File: config.mk
export PLATFORM = sky130hd
export DESIGN_NAME = phylogenetic_tree_counter_core
export DESIGN_NICKNAME = d
export VERILOG_FILES = /design/src/hdl/ptc_pkg.sv /design/src/hdl/ptc_ram.sv /design/src/hdl/ptc_div.sv /design/src/hdl/ptc_dp.sv /design/src/hdl/ptc_ctrl.sv /design/src/hdl/phylogenetic_tree_counter_core.sv
export SDC_FILE = /design/constraint.sdc
export NUM_CORES = 2
export LEC_CHECK = 0
export BUFFER_PORTS_ARGS = -buffer_cell sky130_fd_sc_hd__buf_2
export CORE_MARGIN = 2
export CORE_UTILIZATION = 55
export DETAILED_ROUTE_END_ITERATION = 7
export HOLD_SLACK_MARGIN = 0.12
export PLACE_DENSITY = 0.73
export SYNTH_ARGS = -nofsm -noshare
export SYNTH_HDL_FRONTEND = slang
export SYNTH_SLANG_ARGS = --single-unit
File: constraint.sdc
create_clock -name i_clk -period 18.89 [get_ports i_clk]
set_clock_uncertainty 0.1 [all_clocks]
set_input_delay 3.778 -clock i_clk [delete_from_list [all_inputs] [get_ports i_clk]]
set_output_delay 3.778 -clock i_clk [all_outputs]
set_load 0.02 [all_outputs]
File: src/hdl/ptc_pkg.sv
// Shared constants, codes and controller/datapath interface types for the tree counter.
package ptc_pkg;

    // Sizing
    localparam int MAX_TAXA    = 16;
    localparam int COUNT_WIDTH = 64;

    // Port field widths
    localparam int CMD_W    = 3;
    localparam int TAXA_W   = 5;
    localparam int NODES_W  = 4;
    localparam int TREE_W   = 64;
    localparam int STATUS_W = 2;

    // Derived widths
    localparam int IDX_W   = $clog2(MAX_TAXA);
    localparam int MUL_W   = $clog2(2 * MAX_TAXA);
    localparam int PROD_W  = COUNT_WIDTH + MUL_W;
    localparam int ENTRY_W = COUNT_WIDTH + 1;

    // Divider: DIV_STEP quotient bits per cycle
    localparam int DIV_STEP  = 4;
    localparam int DIV_CYC   = (COUNT_WIDTH + DIV_STEP - 1) / DIV_STEP;
    localparam int DIV_LEN   = DIV_CYC * DIV_STEP;
    localparam int DIV_CNT_W = $clog2(DIV_CYC);

    localparam logic [COUNT_WIDTH-1:0] COUNT_MAX = '1;

    typedef enum logic [CMD_W-1:0] {
        CMD_ROOTED            = 3'd0,
        CMD_RESOLVED_ROOTED   = 3'd1,
        CMD_UNROOTED          = 3'd2,
        CMD_RESOLVED_UNROOTED = 3'd3,
        CMD_TOTAL_ROOTED      = 3'd4,
        CMD_TOTAL_UNROOTED    = 3'd5
    } t_cmd;

    typedef enum logic [STATUS_W-1:0] {
        ST_OK        = 2'd0,
        ST_INVALID   = 2'd1,
        ST_SATURATED = 2'd2
    } t_status;

    // Controller -> datapath
    typedef struct packed {
        logic latch_in;
        logic res_invalid;
        logic res_two;
        logic scratch;
        logic plan_up;
        logic plan_dn;
        logic up_init;
        logic dn_init;
        logic rd_row;
        logic mul;
        logic up_add;
        logic div_start;
        logic dn_wr;
        logic fin;
        logic res_total;
        logic qry_rd;
        logic res_entry;
        logic push;
    } t_dp_cmd;

    // Datapath -> controller
    typedef struct packed {
        logic invalid;
        logic rn_two;
        logic scratch;
        logic rn_hit;
        logic go_up;
        logic dn_any;
        logic up_more;
        logic dn_more;
        logic idx_zero;
        logic div_done;
    } t_dp_stat;

endpackage

File: src/hdl/ptc_ram.sv
// Generic single-write, single-read RAM with registered read data.
module ptc_ram #(
    parameter int WIDTH = 8,
    parameter int DEPTH = 16
) (
    input  logic                     i_clk,
    input  logic                     i_we,
    input  logic [$clog2(DEPTH)-1:0] i_waddr,
    input  logic [WIDTH-1:0]         i_wdata,
    input  logic                     i_re,
    input  logic [$clog2(DEPTH)-1:0] i_raddr,
    output logic [WIDTH-1:0]         o_rdata
);

    logic [WIDTH-1:0] r_mem [DEPTH];
    logic [WIDTH-1:0] r_rdata;

    always_ff @(posedge i_clk) begin
        if (i_we) begin
            r_mem[i_waddr] <= i_wdata;
        end
        if (i_re) begin
            r_rdata <= r_mem[i_raddr];
        end
    end

    assign o_rdata = r_rdata;

endmodule

File: src/hdl/ptc_div.sv
// Radix-16 restoring divider: wide count by a small row index.
module ptc_div (
    input  logic                            i_clk,
    input  logic                            i_rst_n,
    input  logic                            i_start,
    input  logic [ptc_pkg::COUNT_WIDTH-1:0] i_dividend,
    input  logic [ptc_pkg::IDX_W-1:0]       i_divisor,
    output logic                            o_done,
    output logic [ptc_pkg::COUNT_WIDTH-1:0] o_quotient
);
    import ptc_pkg::*;

    logic                 r_busy;
    logic                 r_done;
    logic [DIV_CNT_W-1:0] r_cnt;
    logic [DIV_LEN-1:0]   r_quo;
    logic [IDX_W-1:0]     r_rem;
    logic [IDX_W-1:0]     r_div;
    logic [DIV_LEN-1:0]   n_quo;
    logic [IDX_W-1:0]     n_rem;
    logic [IDX_W:0]       trial;

    always_comb begin
        n_quo = r_quo;
        n_rem = r_rem;
        trial = '0;
        for (int j = 0; j < DIV_STEP; j++) begin
            trial = {n_rem, n_quo[DIV_LEN-1]};
            n_quo = {n_quo[DIV_LEN-2:0], 1'b0};
            if (trial >= {1'b0, r_div}) begin
                trial    = trial - {1'b0, r_div};
                n_quo[0] = 1'b1;
            end
            n_rem = trial[IDX_W-1:0];
        end
    end

    always_ff @(posedge i_clk) begin
        if (!i_rst_n) begin
            r_busy <= 1'b0;
            r_done <= 1'b0;
            r_cnt  <= '0;
        end else begin
            r_done <= 1'b0;
            if (i_start) begin
                r_busy <= 1'b1;
                r_cnt  <= DIV_CNT_W'(DIV_CYC - 1);
            end else if (r_busy) begin
                if (r_cnt == '0) begin
                    r_busy <= 1'b0;
                    r_done <= 1'b1;
                end else begin
                    r_cnt <= r_cnt - DIV_CNT_W'(1);
                end
            end
        end
    end

    always_ff @(posedge i_clk) begin
        if (i_start) begin
            r_quo <= DIV_LEN'(i_dividend);
            r_rem <= '0;
            r_div <= i_divisor;
        end else if (r_busy) begin
            r_quo <= n_quo;
            r_rem <= n_rem;
        end
    end

    assign o_done     = r_done;
    assign o_quotient = r_quo[COUNT_WIDTH-1:0];

endmodule

File: src/hdl/ptc_dp.sv
// Datapath: query decode, count table, saturating multiply-add, inverse step, result registers.
module ptc_dp (
    input  logic                          i_clk,
    input  logic                          i_rst_n,
    input  ptc_pkg::t_dp_cmd              i_cmd,
    output ptc_pkg::t_dp_stat             o_stat,
    input  logic [ptc_pkg::CMD_W-1:0]     i_command,
    input  logic [ptc_pkg::TAXA_W-1:0]    i_taxa,
    input  logic [ptc_pkg::NODES_W-1:0]   i_internal_nodes,
    output logic [ptc_pkg::TREE_W-1:0]    o_tree_count,
    output logic [ptc_pkg::STATUS_W-1:0]  o_status
);
    import ptc_pkg::*;

    // Latched query
    t_cmd               r_cmd;
    logic [TAXA_W-1:0]  r_taxa;
    logic [NODES_W-1:0] r_nodes;

    // Table control
    logic [TAXA_W-1:0]  r_cur;
    logic [TAXA_W-1:0]  r_k;
    logic [IDX_W-1:0]   r_m;
    logic               r_up;

    // Row pipeline
    logic [COUNT_WIDTH-1:0] r_a;
    logic                   r_am;
    logic [COUNT_WIDTH-1:0] r_b;
    logic                   r_bm;
    logic [PROD_W-1:0]      r_pa;
    logic [PROD_W-1:0]      r_pb;
    logic                   r_pbm;
    logic [COUNT_WIDTH-1:0] r_c;
    logic                   r_cm;
    logic [COUNT_WIDTH-1:0] r_tot;
    logic                   r_tmark;

    // Results
    logic [COUNT_WIDTH-1:0] r_res_count;
    t_status                r_res_status;
    logic [TREE_W-1:0]      r_out_count;
    t_status                r_out_status;

    // Decode
    logic              unrooted;
    logic              per_node;
    logic              resolved;
    logic              known;
    logic              n_ok;
    logic              args_ok;
    logic [TAXA_W-1:0] rn;
    logic [IDX_W-1:0]  idx;

    assign unrooted = (r_cmd == CMD_UNROOTED) || (r_cmd == CMD_RESOLVED_UNROOTED)
                   || (r_cmd == CMD_TOTAL_UNROOTED);
    assign per_node = (r_cmd == CMD_ROOTED) || (r_cmd == CMD_UNROOTED);
    assign resolved = (r_cmd == CMD_RESOLVED_ROOTED) || (r_cmd == CMD_RESOLVED_UNROOTED);
    assign known    = per_node || resolved || (r_cmd == CMD_TOTAL_ROOTED)
                   || (r_cmd == CMD_TOTAL_UNROOTED);
    assign rn       = unrooted ? ((r_taxa != '0) ? r_taxa - TAXA_W'(1) : '0) : r_taxa;
    assign n_ok     = unrooted ? (r_taxa >= TAXA_W'(3)) : (r_taxa >= TAXA_W'(2));
    assign args_ok  = known && n_ok && (int'(rn) <= MAX_TAXA)
                   && (!per_node || ((r_nodes != '0) && (TAXA_W'(r_nodes) < rn)));
    assign idx      = per_node ? IDX_W'(r_nodes)
                    : resolved ? IDX_W'(rn - TAXA_W'(1)) : '0;

    // Table memory: {mark, count} per row
    logic                   ram_we;
    logic [IDX_W-1:0]       ram_waddr;
    logic [ENTRY_W-1:0]     ram_wdata;
    logic                   ram_re;
    logic [IDX_W-1:0]       ram_raddr;
    logic [ENTRY_W-1:0]     ram_rdata;
    logic [COUNT_WIDTH-1:0] rd_count;
    logic                   rd_mark;

    // Arithmetic
    logic [MUL_W-1:0]       mult_k;
    logic [PROD_W-1:0]      prod_a;
    logic [PROD_W-1:0]      prod_b;
    logic                   inner_row;
    logic [PROD_W:0]        up_sum;
    logic                   up_of;
    logic [COUNT_WIDTH-1:0] up_c;
    logic                   up_cm;
    logic                   p_of;
    logic                   diff_ok;
    logic [COUNT_WIDTH-1:0] dividend;
    logic [COUNT_WIDTH:0]   tsum;
    logic                   div_done;
    logic [COUNT_WIDTH-1:0] quot;

    assign rd_count  = ram_rdata[COUNT_WIDTH-1:0];
    assign rd_mark   = ram_rdata[COUNT_WIDTH];

    // k + m - 2 serves both directions
    assign mult_k    = MUL_W'(r_k) + MUL_W'(r_m) - MUL_W'(2);
    assign prod_a    = PROD_W'(r_a) * PROD_W'(mult_k);
    assign prod_b    = PROD_W'(rd_count) * PROD_W'(r_m);
    assign inner_row = (int'(r_m) + 1) < int'(r_k);

    assign up_sum    = (PROD_W + 1)'(r_pa) + (PROD_W + 1)'(r_pb);
    assign up_of     = up_sum > (PROD_W + 1)'(COUNT_MAX);
    assign up_c      = up_of ? COUNT_MAX : up_sum[COUNT_WIDTH-1:0];
    assign up_cm     = r_am || r_pbm || up_of;

    assign p_of      = |r_pa[PROD_W-1:COUNT_WIDTH];
    assign diff_ok   = !p_of && (r_b >= r_pa[COUNT_WIDTH-1:0]);
    assign dividend  = diff_ok ? (r_b - r_pa[COUNT_WIDTH-1:0]) : '0;

    assign tsum      = {1'b0, r_tot} + {1'b0, r_c};

    always_comb begin
        ram_we    = i_cmd.up_init || i_cmd.dn_init || i_cmd.up_add || i_cmd.dn_wr;
        ram_waddr = (i_cmd.up_init || i_cmd.dn_init) ? IDX_W'(1) : r_m;
        if (i_cmd.up_add) begin
            ram_wdata = {up_cm, up_c};
        end else if (i_cmd.dn_wr) begin
            ram_wdata = {1'b0, quot};
        end else begin
            ram_wdata = {1'b0, COUNT_WIDTH'(1)};
        end
        ram_re    = i_cmd.rd_row || i_cmd.qry_rd;
        ram_raddr = i_cmd.qry_rd ? idx : r_m;
    end

    ptc_ram #(
        .WIDTH (ENTRY_W),
        .DEPTH (MAX_TAXA)
    ) u_table (
        .i_clk   (i_clk),
        .i_we    (ram_we),
        .i_waddr (ram_waddr),
        .i_wdata (ram_wdata),
        .i_re    (ram_re),
        .i_raddr (ram_raddr),
        .o_rdata (ram_rdata)
    );

    ptc_div u_div (
        .i_clk      (i_clk),
        .i_rst_n    (i_rst_n),
        .i_start    (i_cmd.div_start),
        .i_dividend (dividend),
        .i_divisor  (r_m),
        .o_done     (div_done),
        .o_quotient (quot)
    );

    // Control-side registers
    always_ff @(posedge i_clk) begin
        if (!i_rst_n) begin
            r_cur   <= '0;
            r_up    <= 1'b0;
            r_tmark <= 1'b0;
        end else begin
            if (i_cmd.scratch) begin
                r_cur <= TAXA_W'(2);
            end else if (i_cmd.fin) begin
                r_cur <= r_up ? r_k : r_k - TAXA_W'(1);
            end
            if (i_cmd.plan_up) begin
                r_up <= 1'b1;
            end else if (i_cmd.plan_dn) begin
                r_up <= 1'b0;
            end
            if (i_cmd.up_init || i_cmd.dn_init) begin
                r_tmark <= 1'b0;
            end else if (i_cmd.rd_row || i_cmd.fin) begin
                r_tmark <= r_tmark || tsum[COUNT_WIDTH] || r_cm;
            end
        end
    end

    // Payload registers
    always_ff @(posedge i_clk) begin
        if (i_cmd.latch_in) begin
            r_cmd   <= t_cmd'(i_command);
            r_taxa  <= i_taxa;
            r_nodes <= i_internal_nodes;
        end

        if (i_cmd.plan_up) begin
            r_k <= r_cur + TAXA_W'(1);
        end else if (i_cmd.plan_dn) begin
            r_k <= r_cur;
        end

        if (i_cmd.up_init || i_cmd.dn_init) begin
            r_a   <= COUNT_WIDTH'(1);
            r_am  <= 1'b0;
            r_m   <= IDX_W'(2);
            r_tot <= COUNT_WIDTH'(1);
            r_c   <= '0;
            r_cm  <= 1'b0;
        end else if (i_cmd.up_add) begin
            r_c   <= up_c;
            r_cm  <= up_cm;
            r_a   <= r_b;
            r_am  <= r_bm;
            r_m   <= r_m + IDX_W'(1);
        end else if (i_cmd.dn_wr) begin
            r_c   <= quot;
            r_cm  <= 1'b0;
            r_a   <= quot;
            r_m   <= r_m + IDX_W'(1);
        end else if (i_cmd.rd_row || i_cmd.fin) begin
            r_tot <= tsum[COUNT_WIDTH] ? COUNT_MAX : tsum[COUNT_WIDTH-1:0];
        end

        if (i_cmd.mul) begin
            r_pa <= prod_a;
            r_b  <= rd_count;
            r_bm <= rd_mark;
            if (inner_row) begin
                r_pb  <= prod_b;
                r_pbm <= rd_mark;
            end else begin
                r_pb  <= '0;
                r_pbm <= 1'b0;
            end
        end

        if (i_cmd.res_invalid) begin
            r_res_count  <= '0;
            r_res_status <= ST_INVALID;
        end else if (i_cmd.res_two) begin
            r_res_count  <= COUNT_WIDTH'(1);
            r_res_status <= ST_OK;
        end else if (i_cmd.res_total) begin
            r_res_count  <= r_tmark ? COUNT_MAX : r_tot;
            r_res_status <= r_tmark ? ST_SATURATED : ST_OK;
        end else if (i_cmd.res_entry) begin
            r_res_count  <= rd_mark ? COUNT_MAX : rd_count;
            r_res_status <= rd_mark ? ST_SATURATED : ST_OK;
        end

        if (i_cmd.push) begin
            r_out_count  <= TREE_W'(r_res_count);
            r_out_status <= r_res_status;
        end
    end

    always_comb begin
        o_stat.invalid  = !args_ok;
        o_stat.rn_two   = rn == TAXA_W'(2);
        o_stat.scratch  = (r_cur < TAXA_W'(3)) || (int'(r_cur) > MAX_TAXA)
                       || ((r_cur > rn) && r_tmark);
        o_stat.rn_hit   = r_cur == rn;
        o_stat.go_up    = r_cur < rn;
        o_stat.dn_any   = int'(r_k) > 3;
        o_stat.up_more  = inner_row;
        o_stat.dn_more  = (int'(r_m) + 2) < int'(r_k);
        o_stat.idx_zero = idx == '0;
        o_stat.div_done = div_done;
    end

    assign o_tree_count = r_out_count;
    assign o_status     = r_out_status;

endmodule

File: src/hdl/ptc_ctrl.sv
// Controller: sequences decode, table rebuild steps, query read and result handoff.
module ptc_ctrl (
    input  logic               i_clk,
    input  logic               i_rst_n,
    input  logic               i_in_valid,
    output logic               o_in_ready,
    output logic               o_out_valid,
    input  logic               i_out_ready,
    input  ptc_pkg::t_dp_stat  i_stat,
    output ptc_pkg::t_dp_cmd   o_cmd
);
    import ptc_pkg::*;

    typedef enum logic [15:0] {
        S_IDLE    = 16'h0001,
        S_DECODE  = 16'h0002,
        S_PLAN    = 16'h0004,
        S_UP_INIT = 16'h0008,
        S_UP_RD   = 16'h0010,
        S_UP_MUL  = 16'h0020,
        S_UP_ADD  = 16'h0040,
        S_DN_INIT = 16'h0080,
        S_DN_RD   = 16'h0100,
        S_DN_MUL  = 16'h0200,
        S_DN_SUB  = 16'h0400,
        S_DN_DIV  = 16'h0800,
        S_FIN     = 16'h1000,
        S_QRY     = 16'h2000,
        S_QRY_RD  = 16'h4000,
        S_DONE    = 16'h8000
    } t_state;

    t_state r_state;
    t_state n_state;
    logic   r_out_valid;
    logic   push;

    assign push = (r_state == S_DONE) && (!r_out_valid || i_out_ready);

    always_comb begin
        n_state = r_state;
        o_cmd   = '0;
        unique case (r_state)
            S_IDLE: begin
                if (i_in_valid) begin
                    o_cmd.latch_in = 1'b1;
                    n_state        = S_DECODE;
                end
            end
            S_DECODE: begin
                if (i_stat.invalid) begin
                    o_cmd.res_invalid = 1'b1;
                    n_state           = S_DONE;
                end else if (i_stat.rn_two) begin
                    o_cmd.res_two = 1'b1;
                    n_state       = S_DONE;
                end else begin
                    o_cmd.scratch = i_stat.scratch;
                    n_state       = S_PLAN;
                end
            end
            S_PLAN: begin
                if (i_stat.rn_hit) begin
                    n_state = S_QRY;
                end else if (i_stat.go_up) begin
                    o_cmd.plan_up = 1'b1;
                    n_state       = S_UP_INIT;
                end else begin
                    o_cmd.plan_dn = 1'b1;
                    n_state       = S_DN_INIT;
                end
            end
            S_UP_INIT: begin
                o_cmd.up_init = 1'b1;
                n_state       = S_UP_RD;
            end
            S_UP_RD: begin
                o_cmd.rd_row = 1'b1;
                n_state      = S_UP_MUL;
            end
            S_UP_MUL: begin
                o_cmd.mul = 1'b1;
                n_state   = S_UP_ADD;
            end
            S_UP_ADD: begin
                o_cmd.up_add = 1'b1;
                n_state      = i_stat.up_more ? S_UP_RD : S_FIN;
            end
            S_DN_INIT: begin
                o_cmd.dn_init = 1'b1;
                n_state       = i_stat.dn_any ? S_DN_RD : S_FIN;
            end
            S_DN_RD: begin
                o_cmd.rd_row = 1'b1;
                n_state      = S_DN_MUL;
            end
            S_DN_MUL: begin
                o_cmd.mul = 1'b1;
                n_state   = S_DN_SUB;
            end
            S_DN_SUB: begin
                o_cmd.div_start = 1'b1;
                n_state         = S_DN_DIV;
            end
            S_DN_DIV: begin
                if (i_stat.div_done) begin
                    o_cmd.dn_wr = 1'b1;
                    n_state     = i_stat.dn_more ? S_DN_RD : S_FIN;
                end
            end
            S_FIN: begin
                o_cmd.fin = 1'b1;
                n_state   = S_PLAN;
            end
            S_QRY: begin
                if (i_stat.idx_zero) begin
                    o_cmd.res_total = 1'b1;
                    n_state         = S_DONE;
                end else begin
                    o_cmd.qry_rd = 1'b1;
                    n_state      = S_QRY_RD;
                end
            end
            S_QRY_RD: begin
                o_cmd.res_entry = 1'b1;
                n_state         = S_DONE;
            end
            S_DONE: begin
                if (push) begin
                    o_cmd.push = 1'b1;
                    n_state    = S_IDLE;
                end
            end
            default: begin
                n_state = S_IDLE;
            end
        endcase
    end

    always_ff @(posedge i_clk) begin
        if (!i_rst_n) begin
            r_state     <= S_IDLE;
            r_out_valid <= 1'b0;
        end else begin
            r_state <= n_state;
            if (push) begin
                r_out_valid <= 1'b1;
            end else if (i_out_ready) begin
                r_out_valid <= 1'b0;
            end
        end
    end

    assign o_in_ready  = r_state == S_IDLE;
    assign o_out_valid = r_out_valid;

endmodule

File: src/hdl/phylogenetic_tree_counter_core.sv
// Top level of the phylogenetic tree counter: controller plus datapath.
//
//   channel   dir   handshake                   payload
//   -------   ---   -------------------------   ------------------------------------------
//   query     in    i_in_valid / o_in_ready     i_command, i_taxa, i_internal_nodes
//   result    out   o_out_valid / i_out_ready   o_tree_count, o_status
//
// A query whose rooted taxon count matches the table already built is answered
// straight from the table. Otherwise the table is rebuilt one taxon at a time:
// an upward step to k taxa runs one multiply-add per row, a downward step one
// multiply, subtract and radix-16 divide per row. Reset is synchronous; the
// table memory needs no clearing pass, since every row is rewritten before it
// is read. One query is worked at a time; the next beat is taken while a
// finished result still waits in the output register.
module phylogenetic_tree_counter_core (
    input  logic                          i_clk,
    input  logic                          i_rst_n,
    // Query channel
    input  logic                          i_in_valid,
    output logic                          o_in_ready,
    input  logic [ptc_pkg::CMD_W-1:0]     i_command,
    input  logic [ptc_pkg::TAXA_W-1:0]    i_taxa,
    input  logic [ptc_pkg::NODES_W-1:0]   i_internal_nodes,
    // Result channel
    output logic                          o_out_valid,
    input  logic                          i_out_ready,
    output logic [ptc_pkg::TREE_W-1:0]    o_tree_count,
    output logic [ptc_pkg::STATUS_W-1:0]  o_status
);
    import ptc_pkg::*;

    // Command and status bundles between the two halves
    t_dp_cmd  dp_cmd;
    t_dp_stat dp_stat;

    // Sequencer: decode, rebuild walk (up with the recurrence, down with its
    // exact inverse), table read, then handoff into the output register.
    ptc_ctrl u_ctrl (
        .i_clk       (i_clk),
        .i_rst_n     (i_rst_n),
        .i_in_valid  (i_in_valid),
        .o_in_ready  (o_in_ready),
        .o_out_valid (o_out_valid),
        .i_out_ready (i_out_ready),
        .i_stat      (dp_stat),
        .o_cmd       (dp_cmd)
    );

    // Datapath: holds the count table in a RAM, one multiply stage, the
    // saturating adders, the divider and the result registers.
    ptc_dp u_dp (
        .i_clk            (i_clk),
        .i_rst_n          (i_rst_n),
        .i_cmd            (dp_cmd),
        .o_stat           (dp_stat),
        .i_command        (i_command),
        .i_taxa           (i_taxa),
        .i_internal_nodes (i_internal_nodes),
        .o_tree_count     (o_tree_count),
        .o_status         (o_status)
    );

endmodule

==> reports/results.ini <==
[power_and_ir_drop]
power_switching_mw = 1.71
vdd_drop_max_uv = 89.6
combPwrFrac_pct = 2.6
leakage_nw = 42.5
p_int_mw = 6.27
p_seq_share_pct = 52.0
p_per_area_nw_per_um2 = 75.5
p_clk_share_pct = 45.3
power_mw = 7.98
switching_share_pct = 21.5

[sta]
worst_pin_slew_ns = 1.43
min_period_ns = 8.87
finalCritPeriodShare_pct = 47.0
slew_headroom_pct = 3.61
hold_viol = 0
tns_ns = 0
rsz0062_at_grt = false
slew_violations = 0
fmax_mhz = 113
setup_viol_count_final = 0

[run_status]
status = finished clean

[yosys]
synthCells = 8292
synth_seq_area_share_pct = 51.3
ys_seq_elements = 1757
synth.avg_cell_area_um2 = 11.7
synth_edf_count = 1459
synth_nets = 9023
synth_top_area_cell = edfxtp_1
synth_warnings = 0
async_flop_share_pct = 0
synth_area_leaders = edfxtp_1, fa_1, dfxtp_1
netlist_area_um2 = 97000
synthDistinctLibCells = 90
ys.flop_type = edfxtp_1
synth_top_area_share_pct = 45.2

[placed_design]
place_area_um2 = 99700
place_hpwl_mm = 189
gp_congestion = 0.975
io_buffer_count = 83

[drt]
antenna_left = 0
drc = 0
dr.pass1.iters = 7
wire_per_inst_um = 26.0
wirelength_mm = 278
vias = 68800
drtIter0Drc = 7536
via_per_inst = 6.42

[die]
dieArea_um2 = 180000
start_util_pct = 55.2
fp.dieW_um = 424
fp.dieH_um = 424
row_count = 154
io_pins = 84
core_area_um2 = 176000

[setup_path]
crit_slowest_cell = o41ai_1
worstPathArrival_ns = 9.34
cp_num_buf_inv = 5
crit_family = compound AO/OA/AOI/OAI gates
crit_type = reg -> reg
cp_max_fo = 64
cpMostUsedCell = inv_1
crit_required_ns = 19.36
cpPeakStageDelay_ns = 0.86
endpoint_kind = flop
worst_setup_path_start_kind = flop

[final_layout]
design_area_um2 = 106000
regArea_um2 = 49800
drive_gt1_share_pct = 9.74
multi_input_area_um2 = 43800
syn_to_final_growth_pct = 8.99
fillCellCount = 13800
final_common_cell = edfxtp_1
finalNetCount = 8951
final_cell_mix = edfxtp_1, nand2_1, o21ai_0, a21oi_1, inv_1

[clock_tree]
tritoncts = built
clkSinkCount = 1757
cts_inserted_buffers = 178
hold_buffers = 0
cts-root-buf = clkbuf_16
h-tree-depth = 4
clk_path_buf_depth = 3
clk_latency_ns = 0.86
cts.repair.resized = 0
post_cts_buffers = 0
clkTransAtPathRegs_ns = 0.06

[run]
drv_cap = 0

[global_route]
grt-ovfl-total = 0
antenna_found_initial = 7
grt_max_degree = 143
grt_pass1_wl_mm = 417
grt_pass1_vias = 67500
grt_util_all_layers_pct = 30.8

[hold_path]
min_path_type = reg -> reg

-- registers in the layout, summed over array words and instances (netlist names), 2 cells and up --
| name | flops |
|---|---|
| u_dp.r_a | 64 |
| u_dp.u_div.r_rem | 4 |
| u_dp.r_res_count | 64 |
| u_dp.r_c | 64 |
| u_dp.r_cmd | 3 |
| u_dp.u_table.o_rdata | 65 |
| u_dp.u_table.r_mem | 1040 |
| u_dp.r_taxa | 5 |
| u_dp.r_res_status | 2 |
| u_dp.r_m | 4 |
| u_dp.u_div.r_cnt | 4 |
| u_dp.r_b | 64 |
| u_dp.o_tree_count | 64 |
| u_dp.u_div.o_quotient | 64 |
| u_dp.u_div.r_div | 4 |
| u_ctrl.r_state | 16 |
| u_dp.r_k | 5 |
| u_dp.r_tot | 64 |
| u_dp.o_status | 2 |
| u_dp.r_pb | 68 |
| u_dp.r_pa | 69 |
| u_dp.r_nodes | 4 |
| u_dp.r_cur | 5 |
-- stage by stage --
stage	util (%)	setup slack (ns)	hold WS (ns)	instances
2_1_floorplan	-	2.94	0.303	8292
3_3_place_gp	56.7	10.20	0.311	10400
3_5_place_dp	56.7	10.13	0.310	10400
4_1_cts	60.1	10.08	0.325	10700
5_1_grt	60.1	9.29	0.340	10700
6_report	60.1	10.02	0.326	10700
-- logic make-up after synthesis --
| group | Yosys count | synth area share (%) |
|---|---|---|
| XOR/XNOR | 318 | 2.87 |
| multiplexers | 287 | 6.33 |
| flip-flops | 1757 | 51.3 |
| AO/OA/AOI/OAI | 2059 | 13.2 |
| buffers and inverters | 947 | 3.77 |
| AND/OR/NAND/NOR | 2209 | 10.8 |
| adder cells (fa/ha/maj) | 715 | 11.7 |
-- cell type report --
type	instances	share of cell area, %
multi-input cells	5588	41.5
clock inverters	123	1.20
flip-flops and latches	1757	47.1
repair buffers	181	1.14
inverters	514	1.83
diodes	11	0.0261
well taps	2340	2.77
clock buffers	207	4.46
-- synth_stat cells, drive strengths merged (73+ instances only) --
cell	n
dfxtp	298
nand4	73
nor2b	116
xor2	136
a31oi	160
a21o	221
mux4	260
and2	248
nor3	144
buf	75
o21a	103
edfxtp	1459
a22oi	135
nand2b	100
xnor2	182
fa	318
nand3	86
nand2	808
a21oi	538
nor2	465
o21ai	555
ha	397
clkbuf	358
inv	513
-- power by group through the flow --
| stage | Clock, mW | Combinational (mW) | Sequential [mW] |
|---|---|---|---|
| 2_1_floorplan | 0 | 0.160 | 4.23 |
| 3_3_place_gp | 0 | 0.203 | 4.24 |
| 3_5_place_dp | 0 | 0.209 | 4.24 |
| 4_1_cts | 3.66 | 0.210 | 4.15 |
| 5_1_grt | 3.79 | 0.234 | 4.15 |
| 6_report | 3.62 | 0.211 | 4.15 |
-- final timing paths --
path / start / to / slack (ns) / depth (start not counted)
min reg2reg: u_dp.r_res_count[57]$_SDFFE_PP0P_ / u_dp.o_tree_count[57]$_DFFE_PP_ / 0.33 / 0
max: u_dp.r_k[2]$_DFFE_PP_ / u_dp.r_pa[67]$_DFFE_PP_ / 10.02 / 26
max reg2reg: u_dp.r_k[2]$_DFFE_PP_ / u_dp.r_pa[67]$_DFFE_PP_ / 10.02 / 26
min: u_dp.r_res_count[57]$_SDFFE_PP0P_ / u_dp.o_tree_count[57]$_DFFE_PP_ / 0.33 / 0
-- layer usage --
| layer | GRT usage [%] | share of wire, % |
|---|---|---|
| met4 | 12.2 | 4.0 |
| met5 | 0 | 0.0047 |
| met1 | 44.2 | 41 |
| met2 | 47.5 | 45 |
| met3 | 4.63 | 9.7 |
-- worst register-to-register path, cell delays in order (launching register included) --
cell and delay [ns]:
edfxtp_1 0.40, inv_1 0.12, ha_1 0.35, inv_1 0.06, ha_1 0.30, a21o_1 0.16
a21oi_1 0.22, xnor2_2 0.14, buf_4 0.49, and2_1 0.27, fa_1 0.42, fa_1 0.54
inv_1 0.05, fa_1 0.52, inv_1 0.04, ha_1 0.32, o21ai_0 0.21, a211oi_1 0.23
a21oi_1 0.10, a21boi_0 0.50, and4b_1 0.37, o311ai_0 0.29, o31ai_1 0.66, a31oi_1 0.47
o41ai_1 0.87, a31oi_1 0.23, xnor2_1 0.17
Power figures use the tool's default switching activity.
